--- src/ssr_pkg.sv ---
// Shared types and constants for the stream search and replace block.
package ssr_pkg;

	localparam int PATTERN_MAX = 16;
	localparam int REPLACE_MAX = 16;

	localparam int BYTE_W    = 8;
	localparam int WORD_W    = 64;
	localparam int NUM_BYTES = 2 * WORD_W / BYTE_W;
	localparam int LEN_W     = 5;
	localparam int CTR_W     = 16;
	localparam int MAX_W     = 17;
	localparam int CFG_IDX_W = 3;

	localparam int PAT_LIM   = (PATTERN_MAX < NUM_BYTES) ? PATTERN_MAX : NUM_BYTES;
	localparam int REP_LIM   = (REPLACE_MAX < NUM_BYTES) ? REPLACE_MAX : NUM_BYTES;
	localparam int WIN_IDX_W = (PAT_LIM > 1) ? $clog2(PAT_LIM) : 1;
	localparam int REP_IDX_W = (REP_LIM > 1) ? $clog2(REP_LIM) : 1;

	localparam logic [MAX_W-1:0] UNLIMITED_MARK = MAX_W'(65536);
	localparam logic [CTR_W-1:0] COUNTER_TOP    = {CTR_W{1'b1}};

	typedef enum logic [CFG_IDX_W-1:0] {
		REG_PAT_LO   = 3'd0,
		REG_PAT_HI   = 3'd1,
		REG_PAT_LEN  = 3'd2,
		REG_REPL_LO  = 3'd3,
		REG_REPL_HI  = 3'd4,
		REG_REPL_LEN = 3'd5,
		REG_MAX_REPL = 3'd6
	} reg_idx_t;

	typedef enum logic [1:0] {
		EMIT_NONE,
		EMIT_OLDEST,
		EMIT_REPL,
		EMIT_MARK
	} emit_t;

	typedef enum logic [2:0] {
		ST_IDLE,
		ST_DECIDE,
		ST_TRIM,
		ST_ONE,
		ST_REPL,
		ST_TAIL
	} state_t;

	typedef struct packed {
		logic  append;
		logic  decide_hit;
		emit_t emit;
		logic  out_last;
		logic  ctr_clear;
	} ssr_cmd_t;

	typedef struct packed {
		logic count_gt_plen;
		logic match_point;
		logic hit;
		logic rlen_zero;
		logic repl_final;
		logic trim_final;
		logic count_zero;
		logic count_one;
		logic slot_free;
	} ssr_stat_t;

endpackage

--- src/ssr_ctrl.sv ---
// Controller state machine that sequences the work of one text item.
module ssr_ctrl import ssr_pkg::*; (
	input  logic      clk,
	input  logic      arst_n,
	input  logic      in_valid,
	output logic      in_stall,
	input  logic      end_of_text,
	input  ssr_stat_t stat,
	output ssr_cmd_t  cmd
);

	state_t state_q, state_d;
	logic   last_q;
	logic   emitted_q;

	always_ff @(posedge clk or negedge arst_n) begin
		if (!arst_n) begin
			state_q   <= ST_IDLE;
			last_q    <= 1'b0;
			emitted_q <= 1'b0;
		end else begin
			state_q <= state_d;
			if (cmd.append) begin
				last_q    <= end_of_text;
				emitted_q <= 1'b0;
			end else if (cmd.emit != EMIT_NONE) begin
				emitted_q <= 1'b1;
			end
		end
	end

	always_comb begin
		state_d        = state_q;
		cmd            = '0;
		cmd.emit       = EMIT_NONE;
		in_stall       = (state_q != ST_IDLE);
		unique case (state_q)
			ST_IDLE: begin
				if (in_valid) begin
					cmd.append = 1'b1;
					state_d    = ST_DECIDE;
				end
			end
			ST_DECIDE: begin
				priority if (stat.count_gt_plen) begin
					state_d = ST_TRIM;
				end else if (stat.match_point) begin
					if (stat.hit) begin
						cmd.decide_hit = 1'b1;
						state_d = stat.rlen_zero ? ST_TAIL : ST_REPL;
					end else begin
						state_d = ST_ONE;
					end
				end else begin
					state_d = ST_TAIL;
				end
			end
			ST_TRIM: begin
				if (stat.slot_free) begin
					cmd.emit     = EMIT_OLDEST;
					cmd.out_last = last_q && stat.count_one;
					if (stat.trim_final) begin
						state_d = ST_TAIL;
					end
				end
			end
			ST_ONE: begin
				if (stat.slot_free) begin
					cmd.emit     = EMIT_OLDEST;
					cmd.out_last = last_q && stat.count_one;
					state_d      = ST_TAIL;
				end
			end
			ST_REPL: begin
				if (stat.slot_free) begin
					cmd.emit     = EMIT_REPL;
					cmd.out_last = last_q && stat.repl_final;
					if (stat.repl_final) begin
						state_d = ST_TAIL;
					end
				end
			end
			ST_TAIL: begin
				priority if (last_q && !stat.count_zero) begin
					if (stat.slot_free) begin
						cmd.emit     = EMIT_OLDEST;
						cmd.out_last = stat.count_one;
					end
				end else if (last_q && !emitted_q) begin
					if (stat.slot_free) begin
						cmd.emit      = EMIT_MARK;
						cmd.out_last  = 1'b1;
						cmd.ctr_clear = 1'b1;
						state_d       = ST_IDLE;
					end
				end else begin
					cmd.ctr_clear = last_q;
					state_d       = ST_IDLE;
				end
			end
			default: begin
				state_d = ST_IDLE;
			end
		endcase
	end

endmodule

--- src/ssr_datapath.sv ---
// Datapath: configuration registers, byte window, match compare and result register.
module ssr_datapath import ssr_pkg::*; (
	input  logic                 clk,
	input  logic                 arst_n,
	input  logic                 cfg_wr_en,
	input  logic [CFG_IDX_W-1:0] cfg_index,
	input  logic [WORD_W-1:0]    cfg_data,
	input  logic [BYTE_W-1:0]    text_byte,
	input  logic                 byte_present,
	input  ssr_cmd_t             cmd,
	output ssr_stat_t            stat,
	output logic                 out_valid,
	input  logic                 out_stall,
	output logic [BYTE_W-1:0]    out_byte,
	output logic                 out_byte_present,
	output logic                 out_last,
	output logic [CTR_W-1:0]     replacements_made
);

	logic [NUM_BYTES-1:0][BYTE_W-1:0] pat_q;
	logic [NUM_BYTES-1:0][BYTE_W-1:0] repl_q;
	logic [LEN_W-1:0]                 pat_len_q;
	logic [LEN_W-1:0]                 repl_len_q;
	logic [MAX_W-1:0]                 max_q;

	logic [BYTE_W-1:0]    win_q [PAT_LIM];
	logic [LEN_W-1:0]     cnt_q;
	logic [CTR_W-1:0]     ctr_q;
	logic [REP_IDX_W-1:0] ridx_q;

	logic                 out_valid_q;
	logic [BYTE_W-1:0]    out_byte_q;
	logic                 out_present_q;
	logic                 out_last_q;
	logic [CTR_W-1:0]     out_ctr_q;

	logic [LEN_W-1:0]  plen;
	logic [LEN_W-1:0]  rlen;
	logic              match;
	logic              allowed;
	logic              take_byte;
	logic [BYTE_W-1:0] repl_byte;

	always_ff @(posedge clk or negedge arst_n) begin
		if (!arst_n) begin
			pat_q      <= '0;
			repl_q     <= '0;
			pat_len_q  <= '0;
			repl_len_q <= '0;
			max_q      <= UNLIMITED_MARK;
		end else if (cfg_wr_en) begin
			unique case (reg_idx_t'(cfg_index))
				REG_PAT_LO:   pat_q[NUM_BYTES/2-1:0]          <= cfg_data;
				REG_PAT_HI:   pat_q[NUM_BYTES-1:NUM_BYTES/2]  <= cfg_data;
				REG_PAT_LEN:  pat_len_q                       <= cfg_data[LEN_W-1:0];
				REG_REPL_LO:  repl_q[NUM_BYTES/2-1:0]         <= cfg_data;
				REG_REPL_HI:  repl_q[NUM_BYTES-1:NUM_BYTES/2] <= cfg_data;
				REG_REPL_LEN: repl_len_q                      <= cfg_data[LEN_W-1:0];
				REG_MAX_REPL: max_q                           <= cfg_data[MAX_W-1:0];
				default: begin
				end
			endcase
		end
	end

	assign plen = (pat_len_q > LEN_W'(PAT_LIM)) ? LEN_W'(PAT_LIM) : pat_len_q;
	assign rlen = (repl_len_q > LEN_W'(REP_LIM)) ? LEN_W'(REP_LIM) : repl_len_q;

	// Every window byte below the pattern length is compared with its pattern byte in parallel.
	always_comb begin
		match = 1'b1;
		for (int i = 0; i < PAT_LIM; i++) begin
			if ((LEN_W'(i) < plen) && (win_q[i] != pat_q[i])) begin
				match = 1'b0;
			end
		end
	end

	assign allowed   = max_q[MAX_W-1] || ({1'b0, ctr_q} < max_q);
	assign take_byte = cmd.append && byte_present && (cnt_q < LEN_W'(PAT_LIM));
	assign repl_byte = repl_q[ridx_q];

	always_ff @(posedge clk) begin
		if (take_byte) begin
			win_q[cnt_q[WIN_IDX_W-1:0]] <= text_byte;
		end else if (cmd.emit == EMIT_OLDEST) begin
			for (int k = 0; k < PAT_LIM - 1; k++) begin
				win_q[k] <= win_q[k+1];
			end
		end
	end

	always_ff @(posedge clk or negedge arst_n) begin
		if (!arst_n) begin
			cnt_q  <= '0;
			ctr_q  <= '0;
			ridx_q <= '0;
		end else begin
			if (take_byte) begin
				cnt_q <= cnt_q + LEN_W'(1);
			end else if (cmd.decide_hit) begin
				cnt_q <= '0;
			end else if (cmd.emit == EMIT_OLDEST) begin
				cnt_q <= cnt_q - LEN_W'(1);
			end

			if (cmd.decide_hit) begin
				ridx_q <= '0;
			end else if (cmd.emit == EMIT_REPL) begin
				ridx_q <= ridx_q + REP_IDX_W'(1);
			end

			if (cmd.ctr_clear) begin
				ctr_q <= '0;
			end else if (cmd.decide_hit && (ctr_q != COUNTER_TOP)) begin
				ctr_q <= ctr_q + CTR_W'(1);
			end
		end
	end

	always_ff @(posedge clk or negedge arst_n) begin
		if (!arst_n) begin
			out_valid_q <= 1'b0;
		end else if (cmd.emit != EMIT_NONE) begin
			out_valid_q <= 1'b1;
		end else if (!out_stall) begin
			out_valid_q <= 1'b0;
		end
	end

	always_ff @(posedge clk) begin
		if (cmd.emit != EMIT_NONE) begin
			unique case (cmd.emit)
				EMIT_OLDEST: out_byte_q <= win_q[0];
				EMIT_REPL:   out_byte_q <= repl_byte;
				default:     out_byte_q <= '0;
			endcase
			out_present_q <= (cmd.emit != EMIT_MARK);
			out_last_q    <= cmd.out_last;
			out_ctr_q     <= ctr_q;
		end
	end

	always_comb begin
		stat               = '0;
		stat.count_gt_plen = (cnt_q > plen);
		stat.match_point   = (plen != '0) && (cnt_q == plen);
		stat.hit           = match && allowed;
		stat.rlen_zero     = (rlen == '0);
		stat.repl_final    = ((LEN_W'(ridx_q) + LEN_W'(1)) == rlen);
		stat.trim_final    = (cnt_q == LEN_W'(1)) || (cnt_q <= plen);
		stat.count_zero    = (cnt_q == '0);
		stat.count_one     = (cnt_q == LEN_W'(1));
		stat.slot_free     = !out_valid_q || !out_stall;
	end

	assign out_valid         = out_valid_q;
	assign out_byte          = out_byte_q;
	assign out_byte_present  = out_present_q;
	assign out_last          = out_last_q;
	assign replacements_made = out_ctr_q;

endmodule

--- src/stream_search_and_replace.sv ---
// Top level of the stream search and replace block: controller plus datapath.
// An item is accepted and compared, then its results go out one per cycle while the output
// register is free, and then it closes. A bare end marker goes out in the closing cycle itself.
// The first result is visible from the output register after the compare state, and the
// next item waits for the close. A stalled output holds the sequencer.
// Reset is asynchronous: configuration returns to its defaults and the window is empty.
module stream_search_and_replace import ssr_pkg::*; (
	input  logic                 clk,
	input  logic                 arst_n,
	// Configuration write port.
	input  logic                 cfg_wr_en,
	input  logic [CFG_IDX_W-1:0] cfg_index,
	input  logic [WORD_W-1:0]    cfg_data,
	// Input item channel.
	input  logic                 in_valid,
	output logic                 in_stall,
	input  logic [BYTE_W-1:0]    text_byte,
	input  logic                 byte_present,
	input  logic                 end_of_text,
	// Result item channel.
	output logic                 out_valid,
	input  logic                 out_stall,
	output logic [BYTE_W-1:0]    out_byte,
	output logic                 out_byte_present,
	output logic                 out_last,
	output logic [CTR_W-1:0]     replacements_made
);

	// The controller decides what each cycle does; the datapath reports the
	// window count, the pattern compare and whether the output register is free.
	ssr_cmd_t  cmd;
	ssr_stat_t stat;

	// The controller takes one item at a time. It stalls the input from the
	// cycle after acceptance until every result of that item is in the output
	// register, and drives one result per cycle whenever that register is free.
	ssr_ctrl u_ctrl (
		.clk         (clk),
		.arst_n      (arst_n),
		.in_valid    (in_valid),
		.in_stall    (in_stall),
		.end_of_text (end_of_text),
		.stat        (stat),
		.cmd         (cmd)
	);

	// The datapath holds the pattern, the replacement, the window of bytes not
	// yet sent on, the replacement counter and the output register. A finished
	// result can wait in the output register while the next item is accepted.
	ssr_datapath u_dp (
		.clk               (clk),
		.arst_n            (arst_n),
		.cfg_wr_en         (cfg_wr_en),
		.cfg_index         (cfg_index),
		.cfg_data          (cfg_data),
		.text_byte         (text_byte),
		.byte_present      (byte_present),
		.cmd               (cmd),
		.stat              (stat),
		.out_valid         (out_valid),
		.out_stall         (out_stall),
		.out_byte          (out_byte),
		.out_byte_present  (out_byte_present),
		.out_last          (out_last),
		.replacements_made (replacements_made)
	);

endmodule

--- config.mk ---
export PLATFORM = sky130hd
export DESIGN_NAME = stream_search_and_replace
export DESIGN_NICKNAME = d
export VERILOG_FILES = /design/src/ssr_pkg.sv /design/src/ssr_ctrl.sv /design/src/ssr_datapath.sv /design/src/stream_search_and_replace.sv
export SDC_FILE = /design/constraint.sdc
export NUM_CORES = 1
export LEC_CHECK = 0
export BUFFER_PORTS_ARGS = -buffer_cell sky130_fd_sc_hd__buf_2
export CAP_MARGIN = 10
export CORE_MARGIN = 2
export CORE_UTILIZATION = 65
export CTS_BUF_LIST = sky130_fd_sc_hd__clkbuf_4
export DETAILED_ROUTE_END_ITERATION = 8
export MAX_ROUTING_LAYER = met4
export PLACE_DENSITY = 0.87
export SYNTH_ARGS = -nofsm -noshare
export SYNTH_HDL_FRONTEND = slang
export SYNTH_SLANG_ARGS = --single-unit
--- constraint.sdc ---
create_clock -name clk -period 8.51 [get_ports clk]
set_input_delay 1.702 -clock clk [delete_from_list [all_inputs] [get_ports clk]]
set_output_delay 1.702 -clock clk [all_outputs]
set_load 0.05 [all_outputs]
==> impl_metrics.env <==
export IMPL_rsz0062_at_grt="false"
export IMPL_grt_antenna_before_repair=1
export IMPL_post_cts_buffers=0
export IMPL_place_congestion=0.9052
export IMPL_async_reset_ff_frac=0.6709
export IMPL_fillers=2013
export IMPL_cts_sinks=468
export IMPL_highest_layer="met4"
export IMPL_synth_area_um2=21620
export IMPL_p_total_mw=7.876
export IMPL_ant_nets=0
export IMPL_switching_share=0.3541
export IMPL_drv_cap=0
export IMPL_area_growth_pct=11.51
export IMPL_synth_seq_area_share=0.5775
export IMPL_slew_headroom=0.2698
export IMPL_insertion_delay_ns=0.84
export IMPL_route_met2_wl_mm=25.95
export IMPL_core_um2=32620
export IMPL_drtIter0Drc=1343
export IMPL_ys_types=70
export IMPL_seqPwrFrac=0.450
export IMPL_fin_ws_ns=3.764
export IMPL_drt_pass1_iterations=7
export IMPL_h_tree_depth=3
export IMPL_cp_arrival_ns=5.19
export IMPL_cts_resized=0
export IMPL_clockPowerShare=0.246
export IMPL_setup_viol=0
export IMPL_status="complete, no violations"
export IMPL_cts_root_buf="clkbuf_4"
export IMPL_routed_via_count=13870
export IMPL_multi_input_area_um2=8697
export IMPL_drt_wl_total_mm=54.14
export IMPL_tightest_slew_ns=1.095
export IMPL_cp_max_fo=99
export IMPL_dp_hpwl_mm=37.53
export IMPL_fin_skew_ns=0.04885
export IMPL_cp_data_required_time_ns=8.96
export IMPL_ys_ff_latch=468
export IMPL_preCtsSetupSlack_ns=3.341
export IMPL_cts_buffers=115
export IMPL_utilization=0.7390
export IMPL_die_h_um=186.4
export IMPL_worstSetupPathType="flip-flop to flip-flop"
export IMPL_period_needed_ns=4.746
export IMPL_synth_fp_nets=1633
export IMPL_die_w_um=186.4
export IMPL_vdd_drop_max_mv=0.1987
export IMPL_track_usage=0.3275
export IMPL_synth_area_per_cell_um2=14.21
export IMPL_syn_inst=1521
export IMPL_cts_max_path_buffers=3
export IMPL_fin_crit_sh=0.5577
export IMPL_internal_power_mw=5.087
export IMPL_grt_max_degree=198
export IMPL_yosysWarnings=0
export IMPL_drv_slew=0
export IMPL_viasPerCell=6.224
export IMPL_p_switching_mw=2.789
export IMPL_wl_met3_mm=4.228
export IMPL_io_pins=110
export IMPL_drc=0
export IMPL_end_kind="flip-flop"
export IMPL_ys_flop_type="dfrtp_1"
export IMPL_hp_class="flip-flop to flip-flop"
export IMPL_dieArea_um2=34730
export IMPL_p_comb_frac=0.304
export IMPL_clock_fmax_mhz=210.7
export IMPL_synth_edf_count=154
export IMPL_grt_overflow=0
export IMPL_drive_gt1_frac=0.3740
export IMPL_p_leak_nw=10.63
export IMPL_hold_viol=0
export IMPL_grt_pass1_vias=14370
export IMPL_hold_buffers=0
export IMPL_num_rows=66
export IMPL_met1_length_mm=21.44
export IMPL_clk_pin_slew_ns=0.07
export IMPL_initial_core_util=0.6627
export IMPL_numPortBuffers=109
export IMPL_grt_pass1_wl_mm=83.50
export IMPL_fin_tns_setup_ns=0
export IMPL_cts_tree="built"
export IMPL_fin_nets=1799
export IMPL_seqCellArea_um2=12480
export IMPL_powerDensity_nw_per_um2=326.7
export IMPL_crit_path_start_kind="flip-flop"
export IMPL_wl_per_cell_um=24.29
[synthesized netlist by cell type, types with 9 or more instances]
cell type  number  share of area
clkbuf_1       60          0.010
nor4_1         32         0.0093
a22oi_1        11         0.0038
o21ai_0        18         0.0042
mux2_2        285           0.15
mux4_2         40          0.042
nand2_1        42         0.0073
nand3_1        12         0.0028
nand2b_1        9         0.0026
xor2_1        122          0.049
inv_1          28         0.0049
a21oi_1        24         0.0056
nor2b_1        20         0.0058
nand4_1        12         0.0035
dfrtp_1       313           0.36
ha_1           30          0.017
a21o_1        137          0.048
xnor2_1        17         0.0069
nor2_1         32         0.0056
nor3_1         12         0.0028
edfxtp_1      154           0.21
[worst paths after layout]
kind                                               from                           end  slack, ns  cells after the start
min in group asynchronous                        arst_n    u_dp.repl_q[1]$_DFFE_PN0P_       0.93                      1
hold reg to reg            u_dp.repl_q[120]$_DFFE_PN0P_  u_dp.repl_q[120]$_DFFE_PN0P_       0.50                      1
setup reg to reg              u_dp.cnt_q[0]$_DFFE_PN0P_    u_dp.win_q[0][6]$_DFFE_PP_       3.76                     11
setup / recovery              u_dp.cnt_q[0]$_DFFE_PN0P_    u_dp.win_q[0][6]$_DFFE_PP_       3.76                     11
hold / removal             u_dp.repl_q[120]$_DFFE_PN0P_  u_dp.repl_q[120]$_DFFE_PN0P_       0.50                      1
max in group asynchronous                        arst_n   u_dp.pat_q[113]$_DFFE_PN0P_       5.99                      2
[cell usage in the layout (no fill, tap or decap), types with 12 or more instances in the layout]
cell	synthesis	final
a21o_1	137	137
a21oi_1	24	24
buf_2	7	108
buf_4	1	18
clkbuf_4	0	182
clkinv_1	1	25
dfrtp_1	313	312
edfxtp_1	154	154
ha_1	30	30
inv_1	28	28
mux2_2	285	285
mux4_2	40	40
nand2_1	42	42
nand3_1	12	12
nand4_1	12	12
nor2_1	32	32
nor2b_1	20	20
nor4_1	32	32
o21ai_0	18	18
xnor2_1	17	17
xor2_1	122	122
[final cells by class]
class / count / area share
diodes: 1 / 0.0001038
clock buffers: 182 / 0.05668
clock inverters: 34 / 0.007527
inverters: 29 / 0.004516
multi-input cells: 945 / 0.3608
flip-flops and latches: 468 / 0.5179
well taps: 442 / 0.02294
repair buffers: 128 / 0.02948
[kinds of logic (layout without fill, tap and decap cells)]
| logic type | count (synthesis) | in the layout | share of synthesized area |
|---|---|---|---|
| AND/OR/NAND/NOR | 209 | 209 | 0.05597 |
| adder cells (fa/ha/maj) | 30 | 30 | 0.01736 |
| AO/OA/AOI/OAI | 235 | 235 | 0.07849 |
| flip-flops | 468 | 468 | 0.5775 |
| multiplexers | 332 | 332 | 0.1934 |
| other | 0 | 1 | 0 |
| buffers and inverters | 108 | 373 | 0.02101 |
| XOR/XNOR | 139 | 139 | 0.05632 |
[flip-flops by register name (all words and copies together), names as in the netlist, 3 cells and up]
register,cells
u_dp.pat_len_q,5
u_dp.repl_q,128
u_dp.max_q,17
u_dp.pat_q,128
u_dp.win_q,128
u_dp.cnt_q,5
u_dp.ridx_q,4
u_dp.replacements_made,16
u_ctrl.state_q,3
u_dp.out_byte,8
u_dp.ctr_q,16
u_dp.repl_len_q,5
[metal layers]
metal,vias to the layer above,track usage
li1,6047,-
met1,6993,0.4166
met2,680,0.5046
met3,153,0.06996
met4,0,0.1625
met5,-,-
[power by group through the flow]
stage / Clock [mW] / Sequential (mW) / Combinational (mW)
floorplan: 0 / 3.55 / 1.61
global placement: 0 / 3.53 / 2.27
detailed placement: 0 / 3.56 / 2.36
CTS: 1.97 / 3.52 / 2.38
global route: 2.09 / 3.59 / 2.57
finish: 1.94 / 3.54 / 2.39
[through the flow]
step | cell area (um2) | instances | hold WS, ns
finish | 24100 | 2229 | 0.5015
global route | 24100 | 2229 | 0.5190
CTS | 24100 | 2228 | 0.5042
detailed placement | 22550 | 2012 | 0.4883
global placement | 22550 | 2012 | 0.4825
floorplan | 21620 | 1521 | 0.4671
[worst max-delay path, stage by stage, from the launching register on]
cell and delay (ns):
dfrtp_1 0.42, inv_1 0.13, ha_1 0.37, nand2_1 0.31, nor2_1 0.13, a21oi_1 0.15, o21ai_0 0.15, inv_1 0.12
ha_1 0.65, and2_4 0.95, buf_4 0.54, o21bai_1 0.41
(Power assumes the default switching activity.)
